### config.mk
export PLATFORM = sky130hd
export DESIGN_NAME = gpf_fifo
export DESIGN_NICKNAME = d
export VERILOG_FILES = /design/src/rtl/core/gpf_fifo.sv
export SDC_FILE = /design/constraint.sdc
export NUM_CORES = 1
export LEC_CHECK = 0
export ABC_AREA = 1
export BUFFER_PORTS_ARGS = -buffer_cell sky130_fd_sc_hd__buf_2
export CORE_MARGIN = 2
export CORE_UTILIZATION = 49
export DETAILED_ROUTE_END_ITERATION = 8
export GPL_TIMING_DRIVEN = 0
export MAX_ROUTING_LAYER = met4
export PLACE_DENSITY = 0.75
export SLEW_MARGIN = 20
export SYNTH_ARGS = -nofsm -noshare
export SYNTH_HDL_FRONTEND = slang
export SYNTH_SLANG_ARGS = --single-unit
export TNS_END_PERCENT = 100
### constraint.sdc
create_clock -name clk -period 1.8 [get_ports clk]
set_input_delay 0.27 -clock clk [delete_from_list [all_inputs] [get_ports clk]]
set_output_delay 0.27 -clock clk [all_outputs]
set_load 0.01 [all_outputs]
### src/rtl/core/gpf_fifo.sv
// two-entry queue used between front and back and in front of the result ports
// depends on nothing but its width parameter
module gpf_fifo #(
    parameter int W = 8
) (
    input  logic         clk,
    input  logic         rst_n,
    input  logic         push,
    output logic         full,
    input  logic [W-1:0] wdata,
    input  logic         pop,
    output logic         empty,
    output logic [W-1:0] rdata
);

    logic [W-1:0] data_reg [2];
    logic         rd_ptr_reg;
    logic         rd_ptr_next;
    logic         wr_ptr_reg;
    logic         wr_ptr_next;
    logic [1:0]   cnt_reg;
    logic [1:0]   cnt_next;
    logic         do_push;
    logic         do_pop;

    assign full    = (cnt_reg == 2'd2);
    assign empty   = (cnt_reg == 2'd0);
    assign do_push = push && !full;
    assign do_pop  = pop && !empty;
    assign rdata   = data_reg[rd_ptr_reg];

    always_comb
    begin
        rd_ptr_next = do_pop ? ~rd_ptr_reg : rd_ptr_reg;
        wr_ptr_next = do_push ? ~wr_ptr_reg : wr_ptr_reg;
        cnt_next    = cnt_reg + {1'b0, do_push} - {1'b0, do_pop};
    end

    always_ff @(posedge clk or negedge rst_n)
    begin
        if (!rst_n)
        begin
            rd_ptr_reg <= 1'b0;
            wr_ptr_reg <= 1'b0;
            cnt_reg    <= 2'd0;
        end
        else
        begin
            rd_ptr_reg <= rd_ptr_next;
            wr_ptr_reg <= wr_ptr_next;
            cnt_reg    <= cnt_next;
        end
    end

    always_ff @(posedge clk)
    begin
        if (do_push)
        begin
            data_reg[wr_ptr_reg] <= wdata;
        end
    end

endmodule

==> flow_summary_export.csv, run 1 <==
group,metric,value,unit
clocking,cts.sinks,20,
detailed_routing,vias_per_cell,4.87,
detailed_routing,drt_iter0_markers,5,
run_status,status,"complete, no violations",
timing,skew,3.59,ps
floorplan,dieArea,2040,µm²
worst_setup_path,cp_max_fo,8,
placement,dp.cells,112,
timing,tns,0,ps
timing,finalSetupViolations,0,
detailed_routing,met2_length,686,µm
grt,grt_pass1_wl,1990,µm
synthesis,synth.distinct_cells,12,
clocking,cts_tree,"built",
min_path,hold_class,"in -> reg",
run,maxCapViolCount,0,
synthesis,synth-compound-area-share,0,%
timing,slew_viol_final,0,
clocking,h-tree-depth,1,
power_and_ir_drop,p_switching,0.562,mW
cells_and_area,largest_register_ff_count,16,
clocking,cts_buffer_depth,2,
floorplan,ios,22,
worst_setup_path,cp_data_required_time,1730,ps
power_and_ir_drop,comb_power_share,41.1,%
timing,fin_crit_sh,86.2,%
placement,pre_cts_ws,251,ps
detailed_routing,vias,570,
clocking,cts_root_buf,"clkbuf_4",
power_and_ir_drop,total_power,1.51,mW
timing,holdWs,159,ps
power_and_ir_drop,leakage,0.501,nW
clocking,clock_latency,290,ps
cells_and_area,utilization,64.4,%
grt,grtUsageTotal,15.5,%
timing,worst_pin_slew,726,ps
floorplan,start_util,53.9,%
floorplan,fp.coreArea,1540,µm²
worst_setup_path,start_kind,"register",
synthesis,synth_area_leaders,"edfxtp_1 58%, nand2_1 16%, dfrtp_1 12%",
synthesis,ys_seq_area_share,69.9,%
synthesis,syn_area,831,µm²
worst_setup_path,end_kind,"register",
cells_and_area,layout.nets,116,
synthesis,synthMuxAreaShare,0,%
cells_and_area,diodes,0,
grt,grt_overflow,0,
floorplan,num_rows,14,
worst_setup_path,path_class,"reg -> reg",
floorplan,fp.dieH,45.2,µm
synthesis,ys_seq_elements,20,
synthesis,yosys.area_share.simple,20.2,%
power_and_ir_drop,clkPwrFrac,13.4,%
cells_and_area,layout-drive-gt1-share,29.7,%
timing,min_period,1550,ps
synthesis,synth_top_family_by_area,"simple AND/OR/NAND/NOR gates",
timing,hold_viol_final,0,
power_and_ir_drop,p_int,0.952,mW
cells_and_area,fin_cells,117,
worst_setup_path,worstPathArrival,1480,ps
synthesis,synth.avg_cell_area,11.1,µm²
detailed_routing,ant_nets,0,
detailed_routing,drt-met1-wl,561,µm
synthesis,syn_inst,75,
synthesis,syn_nets,89,
placement,io_buffers,21,
timing,setup_slack,248,ps
power_and_ir_drop,swShare,37.1,%
timing,max_freq,0.644,GHz
cells_and_area,area_delta_synth_final,19.4,%
detailed_routing,dr_wl_met3,84,µm
placement,dpl_cell_area,956,µm²
detailed_routing,drc,0,
timing,slew_headroom,51.5,%
floorplan,die_x,45.2,µm
power_and_ir_drop,pwr-share-seq,45.5,%
power_and_ir_drop,max-vdd-ir-drop,958,µV
synthesis,synth-xor-area-share,0,%
grt,grt_max_degree,12,
cells_and_area,fin_area,992,µm²
grt,antenna_found_initial,0,
clocking,cts.clk_slew.worst_paths,100,ps
detailed_routing,firstDrtPassIters,4,
clocking,postCtsSetupRepairBufs,0,
detailed_routing,highest_layer,"met4",
power_and_ir_drop,p_per_area,1530,nW/µm²
placement,gp_congestion,0.784,
synthesis,yosys_warnings,0,
timing,rsz0062_at_grt,"no",
detailed_routing,wirelength,1350,µm
detailed_routing,wire_per_inst,11.5,µm
grt,grt_pass1_vias,505,
placement,dpl.hpwl,1010,µm
synthesis,synth_fa_ha_area_share,3.01,%
clocking,cts_buffers,3,
synthesis,synth_top_area_share,57.8,%
synthesis,synth_top_area_cell,"edfxtp_1",
cell type report:
type	instances	area (µm²)
inverters	11	46.3
flip-flops and latches	20	581
clock inverters	1	3.75
plain buffers	1	11.3
well taps	16	20.0
clock buffers	3	22.5
fillers	117	549
multi-input cells	43	193
repair buffers	22	115
power groups by stage:
stage / clock network (mW) / registers [mW] / logic, mW
2_1_floorplan: 0 / 0.688 / 0.423
3_3_place_gp: 0 / 0.693 / 0.601
3_5_place_dp: 0 / 0.699 / 0.633
4_1_cts: 0.214 / 0.689 / 0.630
5_1_grt: 0.233 / 0.699 / 0.707
6_report: 0.203 / 0.689 / 0.622
routing by layer:
layer,up-vias,track usage [%]
li1,290,-
met1,257,14.9
met2,21,26.9
met3,2,5.20
met4,0,8.82
met5,-,-
logic make-up after synthesis:
logic type    count (synthesis)
flops                        20
simple gates                 41
buf+inv                      12
fa+ha+maj                     2
path summary, 6_finish.rpt:
check                           slack [ps]  depth (start not counted)       start        endpoint
worst max-delay path                   250                          3  cnt_reg[1]  data_reg[1][7]
worst min-delay path                   160                          1    wdata[2]  data_reg[1][2]
worst max register to register         250                          3  cnt_reg[1]  data_reg[1][7]
worst min register to register         490                          2  wr_ptr_reg      wr_ptr_reg
max in group asynchronous             1380                          2       rst_n      rd_ptr_reg
min in group asynchronous              300                          2       rst_n      wr_ptr_reg
repair_timing:
item / in CTS / in global routing
resized for setup: 0 / 0
endpoints found under the hold margin: 4 / 0
hold buffers: 1 / 0
layout by cell type (no fill, tap or decap):
| master | count |
|---|---|
| clkinv_4 | 1 |
| buf_2 | 21 |
| nand3_2 | 1 |
| nand2_2 | 2 |
| nor2_1 | 1 |
| ha_1 | 2 |
| dlygate4sd3_1 | 1 |
| edfxtp_1 | 16 |
| clkbuf_4 | 3 |
| inv_1 | 9 |
| buf_6 | 1 |
| nand3_1 | 2 |
| dfrtp_1 | 4 |
| inv_2 | 1 |
| nand2_1 | 35 |
| clkinv_1 | 1 |
Yosys cell counts:
library cell / count
nand3_2: 1
nor2_1: 1
nand3_1: 2
nand2_2: 2
buf_6: 1
nand2_1: 35
inv_1: 9
clkinv_4: 1
edfxtp_1: 16
dfrtp_1: 4
ha_1: 2
inv_2: 1
critical path: stages, from the launching register on:
cell     delay [ps]
dfrtp_1         420
nand2_1         130
nand2_2          80
nor2_1          560
(Power assumes the default switching activity.)
==> run 2: changes to the inputs <==
Settings changed: REMOVE_ABC_BUFFERS set to 1.
==> flow_summary_export.csv, run 2 (same netlist as run 1, synthesis figures left out) <==
group,metric,value,unit
run_status,status,"complete, no violations",
cells_and_area,fin_area,981,µm²
floorplan,num_rows,14,
clocking,cts_buffer_depth,2,
power_and_ir_drop,max-vdd-ir-drop,992,µV
grt,grtUsageTotal,15.1,%
worst_setup_path,path_class,"reg -> out",
timing,slew_headroom,55.5,%
floorplan,start_util,53.9,%
worst_setup_path,startpoint,"rd_ptr_reg",
timing,holdWs,156,ps
clocking,cts.sinks,20,
clocking,cts_root_buf,"clkbuf_4",
timing,rsz0062_at_grt,"no",
min_path,hold_class,"in -> reg",
grt,grt_max_degree,12,
worst_setup_path,cp_cell_sequence,"clkinv_4, nand2_1, nand2_1, buf_2",
clocking,cts_resized,0,
worst_setup_path,worstPathArrival,1320,ps
timing,min_period,1590,ps
power_and_ir_drop,clkPwrFrac,14.3,%
detailed_routing,ant_nets,0,
worst_setup_path,r2r_slack,310,ps
timing,max_freq,0.628,GHz
floorplan,fp.dieH,45.2,µm
grt,grt_overflow,0,
detailed_routing,highest_layer,"met4",
run,maxCapViolCount,0,
cells_and_area,diodes,0,
power_and_ir_drop,p_per_area,1510,nW/µm²
detailed_routing,drc,0,
timing,tns,0,ps
power_and_ir_drop,swShare,36.9,%
clocking,cts.clk_slew.worst_paths,110,ps
grt,grt_pass1_wl,1970,µm
min_path,min_from,"wdata[7]",
power_and_ir_drop,leakage,0.495,nW
worst_setup_path,path_common_cell,"nand2_1",
cells_and_area,largest_register_ff_count,16,
clocking,cts_tree,"built",
placement,gp_congestion,0.786,
detailed_routing,vias,552,
detailed_routing,vias_per_cell,4.76,
timing,worst_pin_slew,664,ps
worst_setup_path,rr_worst_depth,3,
detailed_routing,firstDrtPassIters,4,
floorplan,die_x,45.2,µm
power_and_ir_drop,p_switching,0.546,mW
cells_and_area,utilization,63.6,%
cells_and_area,final_common_cell,"nand2_1",
grt,grt_pass1_vias,484,
worst_setup_path,crit_path_end,"rdata[1]",
cells_and_area,area_delta_synth_final,18.1,%
timing,hold_viol_final,0,
worst_setup_path,end_kind,"primary output",
clocking,h-tree-depth,1,
floorplan,dieArea,2040,µm²
grt,antenna_found_initial,0,
detailed_routing,drt-met1-wl,589,µm
timing,slew_viol_final,0,
worst_setup_path,rr_endpoint,"data_reg[1][6]",
cells_and_area,layout-drive-gt1-share,29.0,%
worst_setup_path,critPathMaxStageDelay,600,ps
clocking,clock_latency,290,ps
power_and_ir_drop,comb_power_share,37.1,%
detailed_routing,wirelength,1260,µm
cells_and_area,mostFrequentLayoutCells,"35 x nand2_1, 21 x buf_2, 16 x edfxtp_1, 9 x inv_1, 4 x dfrtp_1",
detailed_routing,drt_iter0_markers,10,
clocking,cts_buffers,3,
placement,io_buffers,21,
detailed_routing,dr_wl_met3,67,µm
detailed_routing,wire_per_inst,10.8,µm
timing,finalSetupViolations,0,
timing,skew,7.27,ps
worst_setup_path,reg2reg_from,"cnt_reg[1]",
worst_setup_path,cp_max_fo,10,
cells_and_area,layout.nets,115,
worst_setup_path,crit_slowest_cell,"dfrtp_1",
worst_setup_path,start_kind,"register",
power_and_ir_drop,pwr-share-seq,48.7,%
power_and_ir_drop,p_int,0.935,mW
timing,fin_crit_sh,88.5,%
floorplan,fp.coreArea,1540,µm²
placement,dpl_cell_area,945,µm²
floorplan,ios,22,
detailed_routing,met2_length,584,µm
placement,dpl.hpwl,942,µm
clocking,postCtsSetupRepairBufs,0,
worst_setup_path,cp_data_required_time,1530,ps
==> run 2: changes by cell type in the layout (fill, tap and decap cells not counted) <==
cell / delta
clkbuf_1: +1
buf_6: -1
clkinv_1: -1
==> run 2: how the worst min path moves through the flow <==
stage | end | slack, ps | cells after the start
detailed placement | cnt_reg[0] | 80 | 1
CTS | data_reg[1][0] | 150 | 1
global route | data_reg[1][0] | 140 | 1
global placement | cnt_reg[0] | 80 | 1
floorplan | cnt_reg[0] | -30 | 0
finish | data_reg[0][7] | 160 | 1
==> run 2: worst max-delay path, delay by kind of cell, from the launching register on <==
family	cells	cell delay, ps
flip-flops	1	600
buffers and inverters	2	300
AND/OR/NAND/NOR	2	140
==> run 2: final cells by class <==
class                      instances  area [µm²]
fill                             129         561
multi-input combinational         43         193
timing repair buffer              22         115
inverter                          11        46.3
clock buffer                       4        26.3
sequential                        20         581
tap                               16        20.0
==> run 2: layer usage <==
metal,vias up,global-route usage [%]
li1,288,-
met1,247,16.8
met2,15,24.0
met3,2,4.40
met4,0,8.82
met5,-,-
==> run 2: timing repair <==
item                                    4_1_cts  5_1_grt
hold buffers                                  1        0
endpoints found under the setup margin        0        0
hold endpoints to repair                      4        0
==> run 2: power groups by stage <==
stage	Clock, mW	Combinational (mW)	Sequential, mW
2_1_floorplan	0	0.373	0.712
3_3_place_gp	0	0.538	0.728
3_5_place_dp	0	0.563	0.732
4_1_cts	0.214	0.564	0.724
5_1_grt	0.234	0.640	0.736
6_report	0.211	0.549	0.721
==> run 2: metrics by stage <==
| step | total power, mW | setup slack (ps) | cells |
|---|---|---|---|
| floorplan | 1.08 | 498 | 74 |
| global placement | 1.27 | 302 | 111 |
| detailed placement | 1.30 | 295 | 111 |
| CTS | 1.50 | 175 | 116 |
| global route | 1.61 | 109 | 116 |
| finish | 1.48 | 207 | 116 |
